$ cat config.mk
export PLATFORM = sky130hd
export DESIGN_NAME = masked_min_max_gray_mapper_top
export DESIGN_NICKNAME = d
export VERILOG_FILES = /design/src/hdl/mmgm_pkg.sv /design/src/hdl/mmgm_dp.sv /design/src/hdl/mmgm_ctrl.sv /design/src/hdl/masked_min_max_gray_mapper_top.sv
export SDC_FILE = /design/constraint.sdc
export NUM_CORES = 1
export LEC_CHECK = 0
export BUFFER_PORTS_ARGS = -buffer_cell sky130_fd_sc_hd__buf_2
export CORE_MARGIN = 8
export CORE_UTILIZATION = 25
export CTS_BUF_LIST = sky130_fd_sc_hd__clkbuf_16
export CTS_CLUSTER_SIZE = 20
export DETAILED_ROUTE_END_ITERATION = 10
export GPL_ROUTABILITY_DRIVEN = 0
export HOLD_SLACK_MARGIN = 0.06
export PLACE_DENSITY = 0.41
export REMOVE_ABC_BUFFERS = 1
export SLEW_MARGIN = 10
export SYNTH_ARGS = -nofsm -noshare
export SYNTH_HDL_FRONTEND = slang
export SYNTH_SLANG_ARGS = --single-unit
$ cat constraint.sdc
create_clock -name i_clk -period 6.8 [get_ports i_clk]
set_input_delay 0.34 -clock i_clk [delete_from_list [all_inputs] [get_ports i_clk]]
set_output_delay 0.34 -clock i_clk [all_outputs]
set_load 0.05 [all_outputs]
$ cat src/hdl/mmgm_pkg.sv
package mmgm_pkg;

    localparam logic OP_MEASURE = 1'b0;
    localparam logic OP_CONVERT = 1'b1;

    localparam logic KIND_GRAY  = 1'b0;
    localparam logic KIND_RANGE = 1'b1;

    localparam logic [1:0] REG_FIXED_EN   = 2'd0;
    localparam logic [1:0] REG_FIXED_LOW  = 2'd1;
    localparam logic [1:0] REG_FIXED_HIGH = 2'd2;

    localparam logic [7:0] GRAY_MID  = 8'd128;
    localparam logic [7:0] GRAY_FULL = 8'd255;
    localparam logic [7:0] GRAY_ZERO = 8'd0;

    // Quotient bits produced by the divider: 255*d/r < 255 fits in 8 bits
    localparam int QBITS = 8;

    // Commands from controller to datapath
    typedef struct packed {
        logic measure;   // update running min/max with the input beat
        logic latch;     // latch held range and restart running range
        logic conv_load; // capture convert operands and start division
        logic div_step;  // one restoring division step
        logic emit_rng;  // load output with a range report
        logic emit_gray; // load output with the gray result
    } t_cmd;

    // Status from datapath to controller
    typedef struct packed {
        logic trivial;   // gray known without dividing
        logic div_done;  // last quotient bit produced
    } t_sts;

endpackage

$ cat src/hdl/mmgm_dp.sv
module mmgm_dp #(
    parameter int AMP_WIDTH = 32
) (
    input  logic                  i_clk,
    input  logic                  i_rst_n,
    input  mmgm_pkg::t_cmd        i_cmd,
    output mmgm_pkg::t_sts        o_sts,
    input  logic                  i_fixed_en,
    input  logic [AMP_WIDTH-1:0]  i_fixed_low,
    input  logic [AMP_WIDTH-1:0]  i_fixed_high,
    input  logic [AMP_WIDTH-1:0]  i_amplitude,
    input  logic                  i_captured,
    output logic                  o_kind,
    output logic [7:0]            o_gray,
    output logic [AMP_WIDTH-1:0]  o_range_low,
    output logic [AMP_WIDTH-1:0]  o_range_high,
    output logic                  o_range_empty
);
    import mmgm_pkg::*;

    localparam int DW = AMP_WIDTH + 8;
    localparam int CW = $clog2(QBITS + 2);
    localparam logic [AMP_WIDTH-1:0] SIGN = {1'b1, {(AMP_WIDTH-1){1'b0}}};

    logic [AMP_WIDTH-1:0] r_run_min, r_run_max, r_held_min, r_held_max;
    logic                 r_run_any, r_held_empty;
    logic [DW-1:0]        r_num;   // 255*d, shifted out from the top
    logic [AMP_WIDTH:0]   r_rem;
    logic [AMP_WIDTH-1:0] r_den;
    logic [7:0]           r_q;
    logic [CW-1:0]        r_cnt;
    logic                 r_triv;
    logic [7:0]           r_triv_val;

    logic [AMP_WIDTH-1:0] kx, kl, kh, rng_lo, rng_hi, d;
    logic                 rng_empty;
    logic [AMP_WIDTH:0]   rem_sh, rem_sub;
    logic [AMP_WIDTH+1:0] rem2;

    // Order-preserving keys by flipping the sign bit
    assign rng_lo    = i_fixed_en ? i_fixed_low  : r_held_min;
    assign rng_hi    = i_fixed_en ? i_fixed_high : r_held_max;
    assign rng_empty = !i_fixed_en && r_held_empty;
    assign kx = i_amplitude ^ SIGN;
    assign kl = rng_lo ^ SIGN;
    assign kh = rng_hi ^ SIGN;
    assign d  = kx - kl;

    // Running range over captured measure beats
    always_ff @(posedge i_clk) begin
        if (!i_rst_n) begin
            r_run_min    <= ~SIGN;
            r_run_max    <= SIGN;
            r_run_any    <= 1'b0;
            r_held_min   <= '0;
            r_held_max   <= '0;
            r_held_empty <= 1'b1;
        end else if (i_cmd.latch) begin
            r_held_empty <= !(r_run_any || i_captured);
            if (r_run_any || i_captured) begin
                r_held_min <= (i_captured && (kx < (r_run_min ^ SIGN))) ?
                              i_amplitude : r_run_min;
                r_held_max <= (i_captured && (kx > (r_run_max ^ SIGN))) ?
                              i_amplitude : r_run_max;
            end else begin
                r_held_min <= '0;
                r_held_max <= '0;
            end
            r_run_min <= ~SIGN;
            r_run_max <= SIGN;
            r_run_any <= 1'b0;
        end else if (i_cmd.measure && i_captured) begin
            if (kx < (r_run_min ^ SIGN)) r_run_min <= i_amplitude;
            if (kx > (r_run_max ^ SIGN)) r_run_max <= i_amplitude;
            r_run_any <= 1'b1;
        end
    end

    // Restoring division step: shift one numerator bit into the remainder
    assign rem_sh  = {r_rem[AMP_WIDTH-1:0], r_num[DW-1]};
    assign rem_sub = rem_sh - {1'b0, r_den};
    assign rem2    = {r_rem, 1'b0};

    always_ff @(posedge i_clk) begin
        if (!i_rst_n) begin
            r_cnt <= '0;
        end else if (i_cmd.conv_load) begin
            r_cnt <= '0;
        end else if (i_cmd.div_step) begin
            r_cnt <= r_cnt + 1'b1;
        end
    end

    always_ff @(posedge i_clk) begin
        if (i_cmd.conv_load) begin
            // quotient of 255*d/r fits 8 bits; top AMP_WIDTH bits give zero
            r_num <= ({8'd0, d} << 8) - {8'd0, d};
            r_den <= kh - kl;
            r_rem <= '0;
            r_q   <= '0;
            r_triv <= rng_empty || (kh <= kl) || (kx <= kl) || (kx >= kh);
            if (rng_empty)      r_triv_val <= GRAY_ZERO;
            else if (kh <= kl)  r_triv_val <= GRAY_MID;
            else if (kx <= kl)  r_triv_val <= GRAY_ZERO;
            else if (kx >= kh)  r_triv_val <= GRAY_FULL;
            else                r_triv_val <= GRAY_ZERO;
        end else if (i_cmd.div_step) begin
            if (r_cnt == '0) begin
                // preload top AMP_WIDTH numerator bits (always below r)
                r_rem <= {1'b0, r_num[DW-1:8]};
                r_num <= {r_num[7:0], {AMP_WIDTH{1'b0}}};
            end else begin
                r_num <= r_num << 1;
                r_q <= {r_q[6:0], (rem_sub[AMP_WIDTH] == 1'b0)};
                r_rem <= (rem_sub[AMP_WIDTH] == 1'b0) ? rem_sub : rem_sh;
            end
        end
    end

    // One preload step, then one step per quotient bit
    assign o_sts.trivial  = r_triv;
    assign o_sts.div_done = (r_cnt == CW'(QBITS + 1));

    // Output register
    always_ff @(posedge i_clk) begin
        if (i_cmd.emit_rng) begin
            o_kind  <= KIND_RANGE;
            o_gray  <= GRAY_ZERO;
            if (i_fixed_en) begin
                o_range_low   <= i_fixed_low;
                o_range_high  <= i_fixed_high;
                o_range_empty <= 1'b0;
            end else begin
                o_range_low   <= r_held_min;
                o_range_high  <= r_held_max;
                o_range_empty <= r_held_empty;
            end
        end else if (i_cmd.emit_gray) begin
            o_kind        <= KIND_GRAY;
            o_range_low   <= '0;
            o_range_high  <= '0;
            o_range_empty <= 1'b0;
            if (r_triv) o_gray <= r_triv_val;
            else        o_gray <= r_q + {7'd0, (rem2 >= {2'b0, r_den})};
        end
    end

endmodule

$ cat src/hdl/mmgm_ctrl.sv
module mmgm_ctrl (
    input  logic           i_clk,
    input  logic           i_rst_n,
    input  logic           i_valid,
    output logic           o_stall,
    input  logic           i_opcode,
    input  logic           i_last,
    output logic           o_valid,
    input  logic           i_stall,
    output mmgm_pkg::t_cmd o_cmd,
    input  mmgm_pkg::t_sts i_sts
);
    import mmgm_pkg::*;

    localparam logic [1:0] S_IDLE = 2'd0;
    localparam logic [1:0] S_RNG  = 2'd1;
    localparam logic [1:0] S_CHK  = 2'd2;
    localparam logic [1:0] S_DIV  = 2'd3;

    logic [1:0] r_state, n_state;
    logic       r_ovalid, n_ovalid;
    logic       acc, out_free;

    // Output slot frees when empty or being taken this edge
    assign out_free = !r_ovalid || !i_stall;
    assign o_stall  = (r_state != S_IDLE);
    assign acc      = i_valid && !o_stall;
    assign o_valid  = r_ovalid;

    always_comb begin
        n_state  = r_state;
        n_ovalid = r_ovalid && i_stall;
        o_cmd    = '0;
        case (r_state)
            S_IDLE: begin
                if (acc) begin
                    if (i_opcode == OP_CONVERT) begin
                        o_cmd.conv_load = 1'b1;
                        n_state = S_CHK;
                    end else begin
                        o_cmd.measure = 1'b1;
                        o_cmd.latch   = i_last;
                        if (i_last) n_state = S_RNG;
                    end
                end
            end
            S_RNG: begin
                if (out_free) begin
                    o_cmd.emit_rng = 1'b1;
                    n_ovalid = 1'b1;
                    n_state  = S_IDLE;
                end
            end
            S_CHK: begin
                if (i_sts.trivial) begin
                    if (out_free) begin
                        o_cmd.emit_gray = 1'b1;
                        n_ovalid = 1'b1;
                        n_state  = S_IDLE;
                    end
                end else begin
                    o_cmd.div_step = 1'b1;
                    n_state = S_DIV;
                end
            end
            S_DIV: begin
                if (i_sts.div_done) begin
                    if (out_free) begin
                        o_cmd.emit_gray = 1'b1;
                        n_ovalid = 1'b1;
                        n_state  = S_IDLE;
                    end
                end else begin
                    o_cmd.div_step = 1'b1;
                end
            end
            default: n_state = S_IDLE;
        endcase
    end

    always_ff @(posedge i_clk) begin
        if (!i_rst_n) begin
            r_state  <= S_IDLE;
            r_ovalid <= 1'b0;
        end else begin
            r_state  <= n_state;
            r_ovalid <= n_ovalid;
        end
    end

endmodule

$ cat src/hdl/masked_min_max_gray_mapper_top.sv
// Channel | Signals                                          | Direction
// in      | i_valid, o_stall, i_opcode/amplitude/captured/last | into block
// out     | o_valid, i_stall, o_kind/gray/range_*            | out of block
// cfg     | i_cfg_we, i_cfg_index, i_cfg_data                 | into block
// A measure beat with last also emits a range report when output is free.
// A convert beat emits the gray value directly when it needs no division,
// else a restoring divider first produces one quotient bit per cycle.
// Reset is synchronous, active low, and clears control state and ranges.
// A stalled result holds in the output register; input stalls while busy.
module masked_min_max_gray_mapper_top #(
    parameter int AMP_WIDTH = 32
) (
    input  logic                 i_clk,
    input  logic                 i_rst_n,
    input  logic                 i_valid,
    output logic                 o_stall,
    input  logic                 i_opcode,
    input  logic [AMP_WIDTH-1:0] i_amplitude,
    input  logic                 i_captured,
    input  logic                 i_last,
    output logic                 o_valid,
    input  logic                 i_stall,
    output logic                 o_kind,
    output logic [7:0]           o_gray,
    output logic [AMP_WIDTH-1:0] o_range_low,
    output logic [AMP_WIDTH-1:0] o_range_high,
    output logic                 o_range_empty,
    input  logic                 i_cfg_we,
    input  logic [1:0]           i_cfg_index,
    input  logic [AMP_WIDTH-1:0] i_cfg_data
);
    import mmgm_pkg::*;

    logic                 r_fixed_en;
    logic [AMP_WIDTH-1:0] r_fixed_low, r_fixed_high;
    t_cmd                 cmd;
    t_sts                 sts;

    // Configuration registers
    always_ff @(posedge i_clk) begin
        if (!i_rst_n) begin
            r_fixed_en   <= 1'b0;
            r_fixed_low  <= '0;
            r_fixed_high <= '0;
        end else if (i_cfg_we) begin
            case (i_cfg_index)
                REG_FIXED_EN:   r_fixed_en   <= i_cfg_data[0];
                REG_FIXED_LOW:  r_fixed_low  <= i_cfg_data;
                REG_FIXED_HIGH: r_fixed_high <= i_cfg_data;
                default: ;
            endcase
        end
    end

    mmgm_ctrl u_ctrl (
        .i_clk   (i_clk),
        .i_rst_n (i_rst_n),
        .i_valid (i_valid),
        .o_stall (o_stall),
        .i_opcode(i_opcode),
        .i_last  (i_last),
        .o_valid (o_valid),
        .i_stall (i_stall),
        .o_cmd   (cmd),
        .i_sts   (sts)
    );

    mmgm_dp #(.AMP_WIDTH(AMP_WIDTH)) u_dp (
        .i_clk        (i_clk),
        .i_rst_n      (i_rst_n),
        .i_cmd        (cmd),
        .o_sts        (sts),
        .i_fixed_en   (r_fixed_en),
        .i_fixed_low  (r_fixed_low),
        .i_fixed_high (r_fixed_high),
        .i_amplitude  (i_amplitude),
        .i_captured   (i_captured),
        .o_kind       (o_kind),
        .o_gray       (o_gray),
        .o_range_low  (o_range_low),
        .o_range_high (o_range_high),
        .o_range_empty(o_range_empty)
    );

endmodule
[After elaboration in Yosys (flattened, before gate mapping)]
Index checks and enable logic that the tools add are counted.
Operators by class
  $add $sub $neg: 6
  magnitude comparators: 6
  equal/unequal tests: 9
  multiplexer cells: 44
  bitwise operators: 8
  reductions and logical operators: 32
Operators by type and width (count)
  32-bit two-way mux: 9
  40-bit two-way mux: 3
  33-bit two-way mux: 2
  32-bit <= comparator: 2
  32-bit subtractor: 2
  40-bit by 32-bit subtractor with 40-bit output: 1
  34-bit by 32-bit >= comparator with 1-bit output: 1
  33-bit by 32-bit subtractor with 33-bit output: 1
  32-bit >= comparator: 1
  32-bit > comparator: 1
  32-bit < comparator: 1
  8-bit two-way mux: 4
  2-bit two-way mux: 7
  1-bit two-way mux: 13
  2-bit AND reduction: 6
  8-bit by 1-bit adder with 8-bit output: 1
  1-bit inverter: 8
  2-bit one-hot mux with 4 select lines: 1
  2-bit == test, second input constant: 3
  1-bit logical AND: 6
  3-bit two-way mux: 2
  2-bit nonzero test: 3
  1-bit logical NOT: 5
  1-bit logical OR: 5
  other kinds (13): 17
Word-level totals
  flip-flop bits (word level): 398
  input bits: 74
  output and inout bits: 76

[Logic depth before layout (Yosys ltp)]
  depth after elaboration: 7
  mapped depth: 25
  depth with buffers taken out: 24

[Cells and area by module]
From an unflattened synthesis, not the netlist that was laid out.
Unflattened totals
  cells, all modules: 3061
  area, all modules: 26616.8 um^2
Modules (own cells, without submodules)
  mmgm_dp: instances 1, cells each 2788, area an instance 23919.2 um^2, sequential area each 7887.6 um^2
  masked_min_max_gray_mapper_top: instances 1, cells each 249, area an instance 2501.1 um^2, sequential area each 1301.2 um^2
  mmgm_ctrl: instances 1, cells each 24, area an instance 196.4 um^2, sequential area each 60.1 um^2

[Worst setup path after synthesis]
OpenSTA, ideal clock, no wires.
  kind: reg-to-reg
  start point: register r_fixed_en
  end point: register u_dp.r_num[38] (data pin)
  setup time: 0.271 ns
  arrival time: 5.484 ns
  data required time: 6.529 ns
  setup slack: 1.045 ns
  cell stages (with the launch flop): 23
  clock period less this slack: 5.755 ns
  cells stage by stage: dfxtp_1 > clkbuf_1 > clkbuf_1 > mux2i_1 > fa_1 > a211o_1 > a21o_1 > o211ai_1 > nand2_1 > a21o_1 > xor2_1 > inv_1 > ha_1 > nand4_1 > nor2_1 > nand3_1 > o211ai_2 > a2111oi_1 > or4_4 > o31a_4 > o31a_2 > xnor2_1 > a21oi_1
Between the ends
  cells in the longest elaborated chain, start to end: 5
RTL lines
  start, declared: RTL line masked_min_max_gray_mapper_top.sv:34  | logic r_fixed_en;
  start signal, assigned: RTL line masked_min_max_gray_mapper_top.sv:47  | REG_FIXED_EN: r_fixed_en <= i_cfg_data[0];
  32-bit two-way mux *: RTL line mmgm_dp.sv:41  | assign rng_lo = i_fixed_en ? i_fixed_low : r_held_min;
  1-bit inverter (no line)
  32-bit subtractor *: RTL line mmgm_dp.sv:47  | assign d = kx - kl;
  40-bit by 32-bit subtractor with 40-bit output *: RTL line mmgm_dp.sv:97  | r_num <= ({8'd0, d} << 8) - {8'd0, d};
  40-bit two-way mux *: RTL line mmgm_dp.sv:95  | if (i_cmd.conv_load) begin
  end signal, assigned: RTL line mmgm_dp.sv:97
  end signal, assigned: RTL line mmgm_dp.sv:111  | r_num <= {r_num[7:0], {AMP_WIDTH{1'b0}}};
  end signal, assigned: RTL line mmgm_dp.sv:113  | r_num <= r_num << 1;
  end, declared: RTL line mmgm_dp.sv:27  | logic [DW-1:0] r_num;
Every way passes the cells marked *; elsewhere a longest branch is shown, timed or not.
A chain may end at the register's enable or synchronous reset.

[Worst setup path in the final report]
  start point: register r_fixed_en
  end point: register u_dp.r_num[31] (data pin)
The elaborated chain is that of the path after synthesis.

==> results_dict.tcl <==
set metrics [dict create \
    worstPathRequired_ns 7.12 \
    die_h_um 337 \
    avgSynthCellArea_um2 8.63 \
    num_vias 22100 \
    synth-xor-area-share_pct 4.22 \
    p_leak_uw 0.0126 \
    crit_slowest_cell "a211oi_1" \
    io_buffer_count 149 \
    syn_to_final_growth_pct 16.2 \
    grt_max_degree 66 \
    power_density_nw_per_um2 250 \
    die_x_um 337 \
    async_flop_share_pct 0 \
    grt_pass1_wl_mm 140 \
    synth_cell_types 91 \
    first_iter_violations 1319 \
    cp_slowest_stage_delay_ns 0.67 \
    crit_chain "mux2i_1 -> ha_1 -> nor2b_1 -> o211ai_1 -> a21o_1 -> and2_1 -> a211oi_1 -> inv_1 -> ha_1 -> a21oi_1 -> nand2_1 -> a21oi_1 -> nand3b_1 -> a21oi_1 -> nor2_1 -> a21oi_1 -> o32ai_1 -> o21ai_1 -> o21ai_0 -> a211oi_1 -> o31ai_1" \
    die_area_um2 113000 \
    synth_top_area_share_pct 19.6 \
    post-route-period-util_pct 91.8 \
    hp-class "in -> reg" \
    synth-seq-area-share_pct 36.0 \
    core_um2 102000 \
    cap_violations 0 \
    via_per_inst 4.88 \
    initial_utilization_pct 25.2 \
    synth_mux_area_share_pct 5.73 \
    status "complete, no violations" \
    path_class "reg -> reg" \
    synthMostInstantiatedCell "nand2_1" \
    synth_fa_ha_area_share_pct 11.1 \
    finalClockSkew_ns 0.0357 \
    clkTransAtPathRegs_ns 0.06 \
    synth_simple_gate_area_share_pct 15.5 \
    synth_area_leaders "dfxtp_1, edfxtp_1, ha_1" \
    postLayoutCoreUtil_pct 29.3 \
    path_max_fanout 21 \
    num_rows 117 \
    dp_hpwl_mm 69.6 \
    ant_nets 0 \
    rr_worst_depth 21 \
    clock_latency_ns 0.62 \
    slew_headroom_pct 31.6 \
    startpoint_type "register" \
    synthTopCellsByCount "nand2_1, dfxtp_1, nor2_1" \
    root_buffer "clkbuf_16" \
    wire_per_inst_um 20.5 \
    synth_ff_type "dfxtp_1" \
    cts_resized 0 \
    clock_sinks 392 \
    nFillCells 11000 \
    first_pass_iters 5 \
    htreeDepth 2 \
    synth_top_family_by_area "compound AO/OA/AOI/OAI gates" \
    grt_antenna_before_repair 3 \
    remaining_drc_errors 0 \
    cts-buffers-inserted 47 \
    nNetsFinal 3411 \
    grtUsageTotal_pct 15.9 \
    hold-path-cell-count 3 \
    tightest_slew_ns 1.03 \
    tritoncts "yes" \
    ir_worst_vdd_mv 0.161 \
    fmax_mhz 160 \
    finalSetupViolations 0 \
    synth-compound-area-share_pct 22.1 \
    slew_violations 0 \
    rsz0062_at_grt "no" \
    hold_violations 0 \
    worst_path_most_repeated_cell "a21oi_1" \
    first_global_vias 22000 \
    diodes 0 \
    cts_max_path_buffers 3 \
    ios 150 \
    power_uw 7460 \
    synth_area_leader_cell "dfxtp_1" \
    ys.warnings.count 0 \
    grt_overflow 0 \
    cp.arrival_ns 6.56 \
    end_kind "register" \
    drive_above_1_share_pct 10.2 \
    period_needed_ns 6.24 \
    synth-edff-count 140 \
    drt-total-wl_mm 92.6 \
    ys_ff_latch 392 \
    netlist_area_um2 25700 \
    syn-instance-count 2978 \
]
-- sequential cells by signal, indices dropped and copies added, names as in the netlist, 32 cells and up --
register	cells
u_dp.r_held_min	32
u_dp.r_num	40
u_dp.r_rem	33
u_dp.r_held_max	32
u_dp.o_range_low	32
r_fixed_low	32
u_dp.r_den	32
r_fixed_high	32
u_dp.o_range_high	32
u_dp.r_run_max	32
u_dp.r_run_min	32
-- area by class of cell --
type / count / area (um^2) / area share, %
Timing Repair Buffer: 232 / 1450 / 4.87
Multi-Input combinational cell: 2237 / 15100 / 50.7
Inverter: 202 / 758 / 2.54
Sequential cell: 392 / 9250 / 31.0
Clock buffer: 48 / 1200 / 4.02
Tap cell: 1368 / 1710 / 5.73
Clock inverter: 40 / 345 / 1.16
-- critical path, delay by kind of cell (launching register included) --
kind	cells	cell delay (ns)
AOI/OAI and AO/OA	12	3.14
adders and majority gates	2	0.63
buffers and inverters	1	0.11
DFF	1	0.57
muxes	1	0.64
and+or+nand+nor	5	0.85
-- metal layers --
metal  vias up  global-route usage (%)  share of wire [%]
met5         -                       0                  0
met4         0                    3.32                1.9
met2       379                    27.1                 48
met3        86                    1.72                3.2
met1     10600                    21.6                 47
li1      11000                       -                  -
-- cell families (layout without fill, tap and decap cells) --
group,after synthesis,in the layout
simple gates,893,893
compound gates,848,848
flops,392,392
buf+inv,349,522
fa+ha+maj,226,226
mux,147,147
xor+xnor,123,123
-- path summary, 6_finish.rpt --
check | slack, ns | start | endpoint
worst max-delay path | 0.56 | r_fixed_en | u_dp.r_num[31]
worst min-delay path | 0.12 | i_amplitude[18] | u_dp.r_run_max[18]
worst max register to register | 0.56 | r_fixed_en | u_dp.r_num[31]
worst min register to register | 0.44 | u_dp.o_kind | u_dp.o_kind
-- placed cells by master (no fill, tap or decap), types with 16 or more instances in the layout --
cell	n
buf_2	149
nor2_1	242
inv_1	208
mux2i_1	145
nand2_1	374
ha_1	222
dlygate4sd3_1	34
o21ai_0	137
a21boi_0	71
a221o_1	32
a211oi_1	31
a21oi_1	222
and3_1	17
nand3_1	40
o211ai_1	87
nand2b_1	20
buf_4	49
xnor2_1	78
and2_1	16
or3_1	20
a21o_1	99
nor3_1	40
edfxtp_1	140
nor2b_1	22
o21a_1	31
clkbuf_16	48
xor2_1	44
dfxtp_1	251
nand4_1	41
-- report_power, final --
part / internal [uW] / switching [uW] / total, uW
combinational: 761 / 1440 / 2210
sequential: 2610 / 73.3 / 2680
clock: 1450 / 1120 / 2570
-- what timing repair did --
action | 4_1_cts | 5_1_grt
setup buffers | 0 | 0
hold buffers | 34 | 0
endpoints found under the hold margin | 68 | 0
-- through the flow --
step / hold slack (ns) / setup TNS, ns / std cells / setup WS, ns / area (um^2)
CTS: 0.0852 / 0 / 4519 / 0.557 / 29900
floorplan: 0.424 / -6.55 / 2831 / -0.630 / 25100
detailed placement: 0.433 / 0 / 4397 / 0.587 / 28000
global placement: 0.432 / 0 / 4397 / 0.634 / 28000
finish: 0.125 / 0 / 4519 / 0.557 / 29900
global route: 0.124 / 0 / 4519 / 0.0420 / 29900
(Power assumes the default switching activity.)
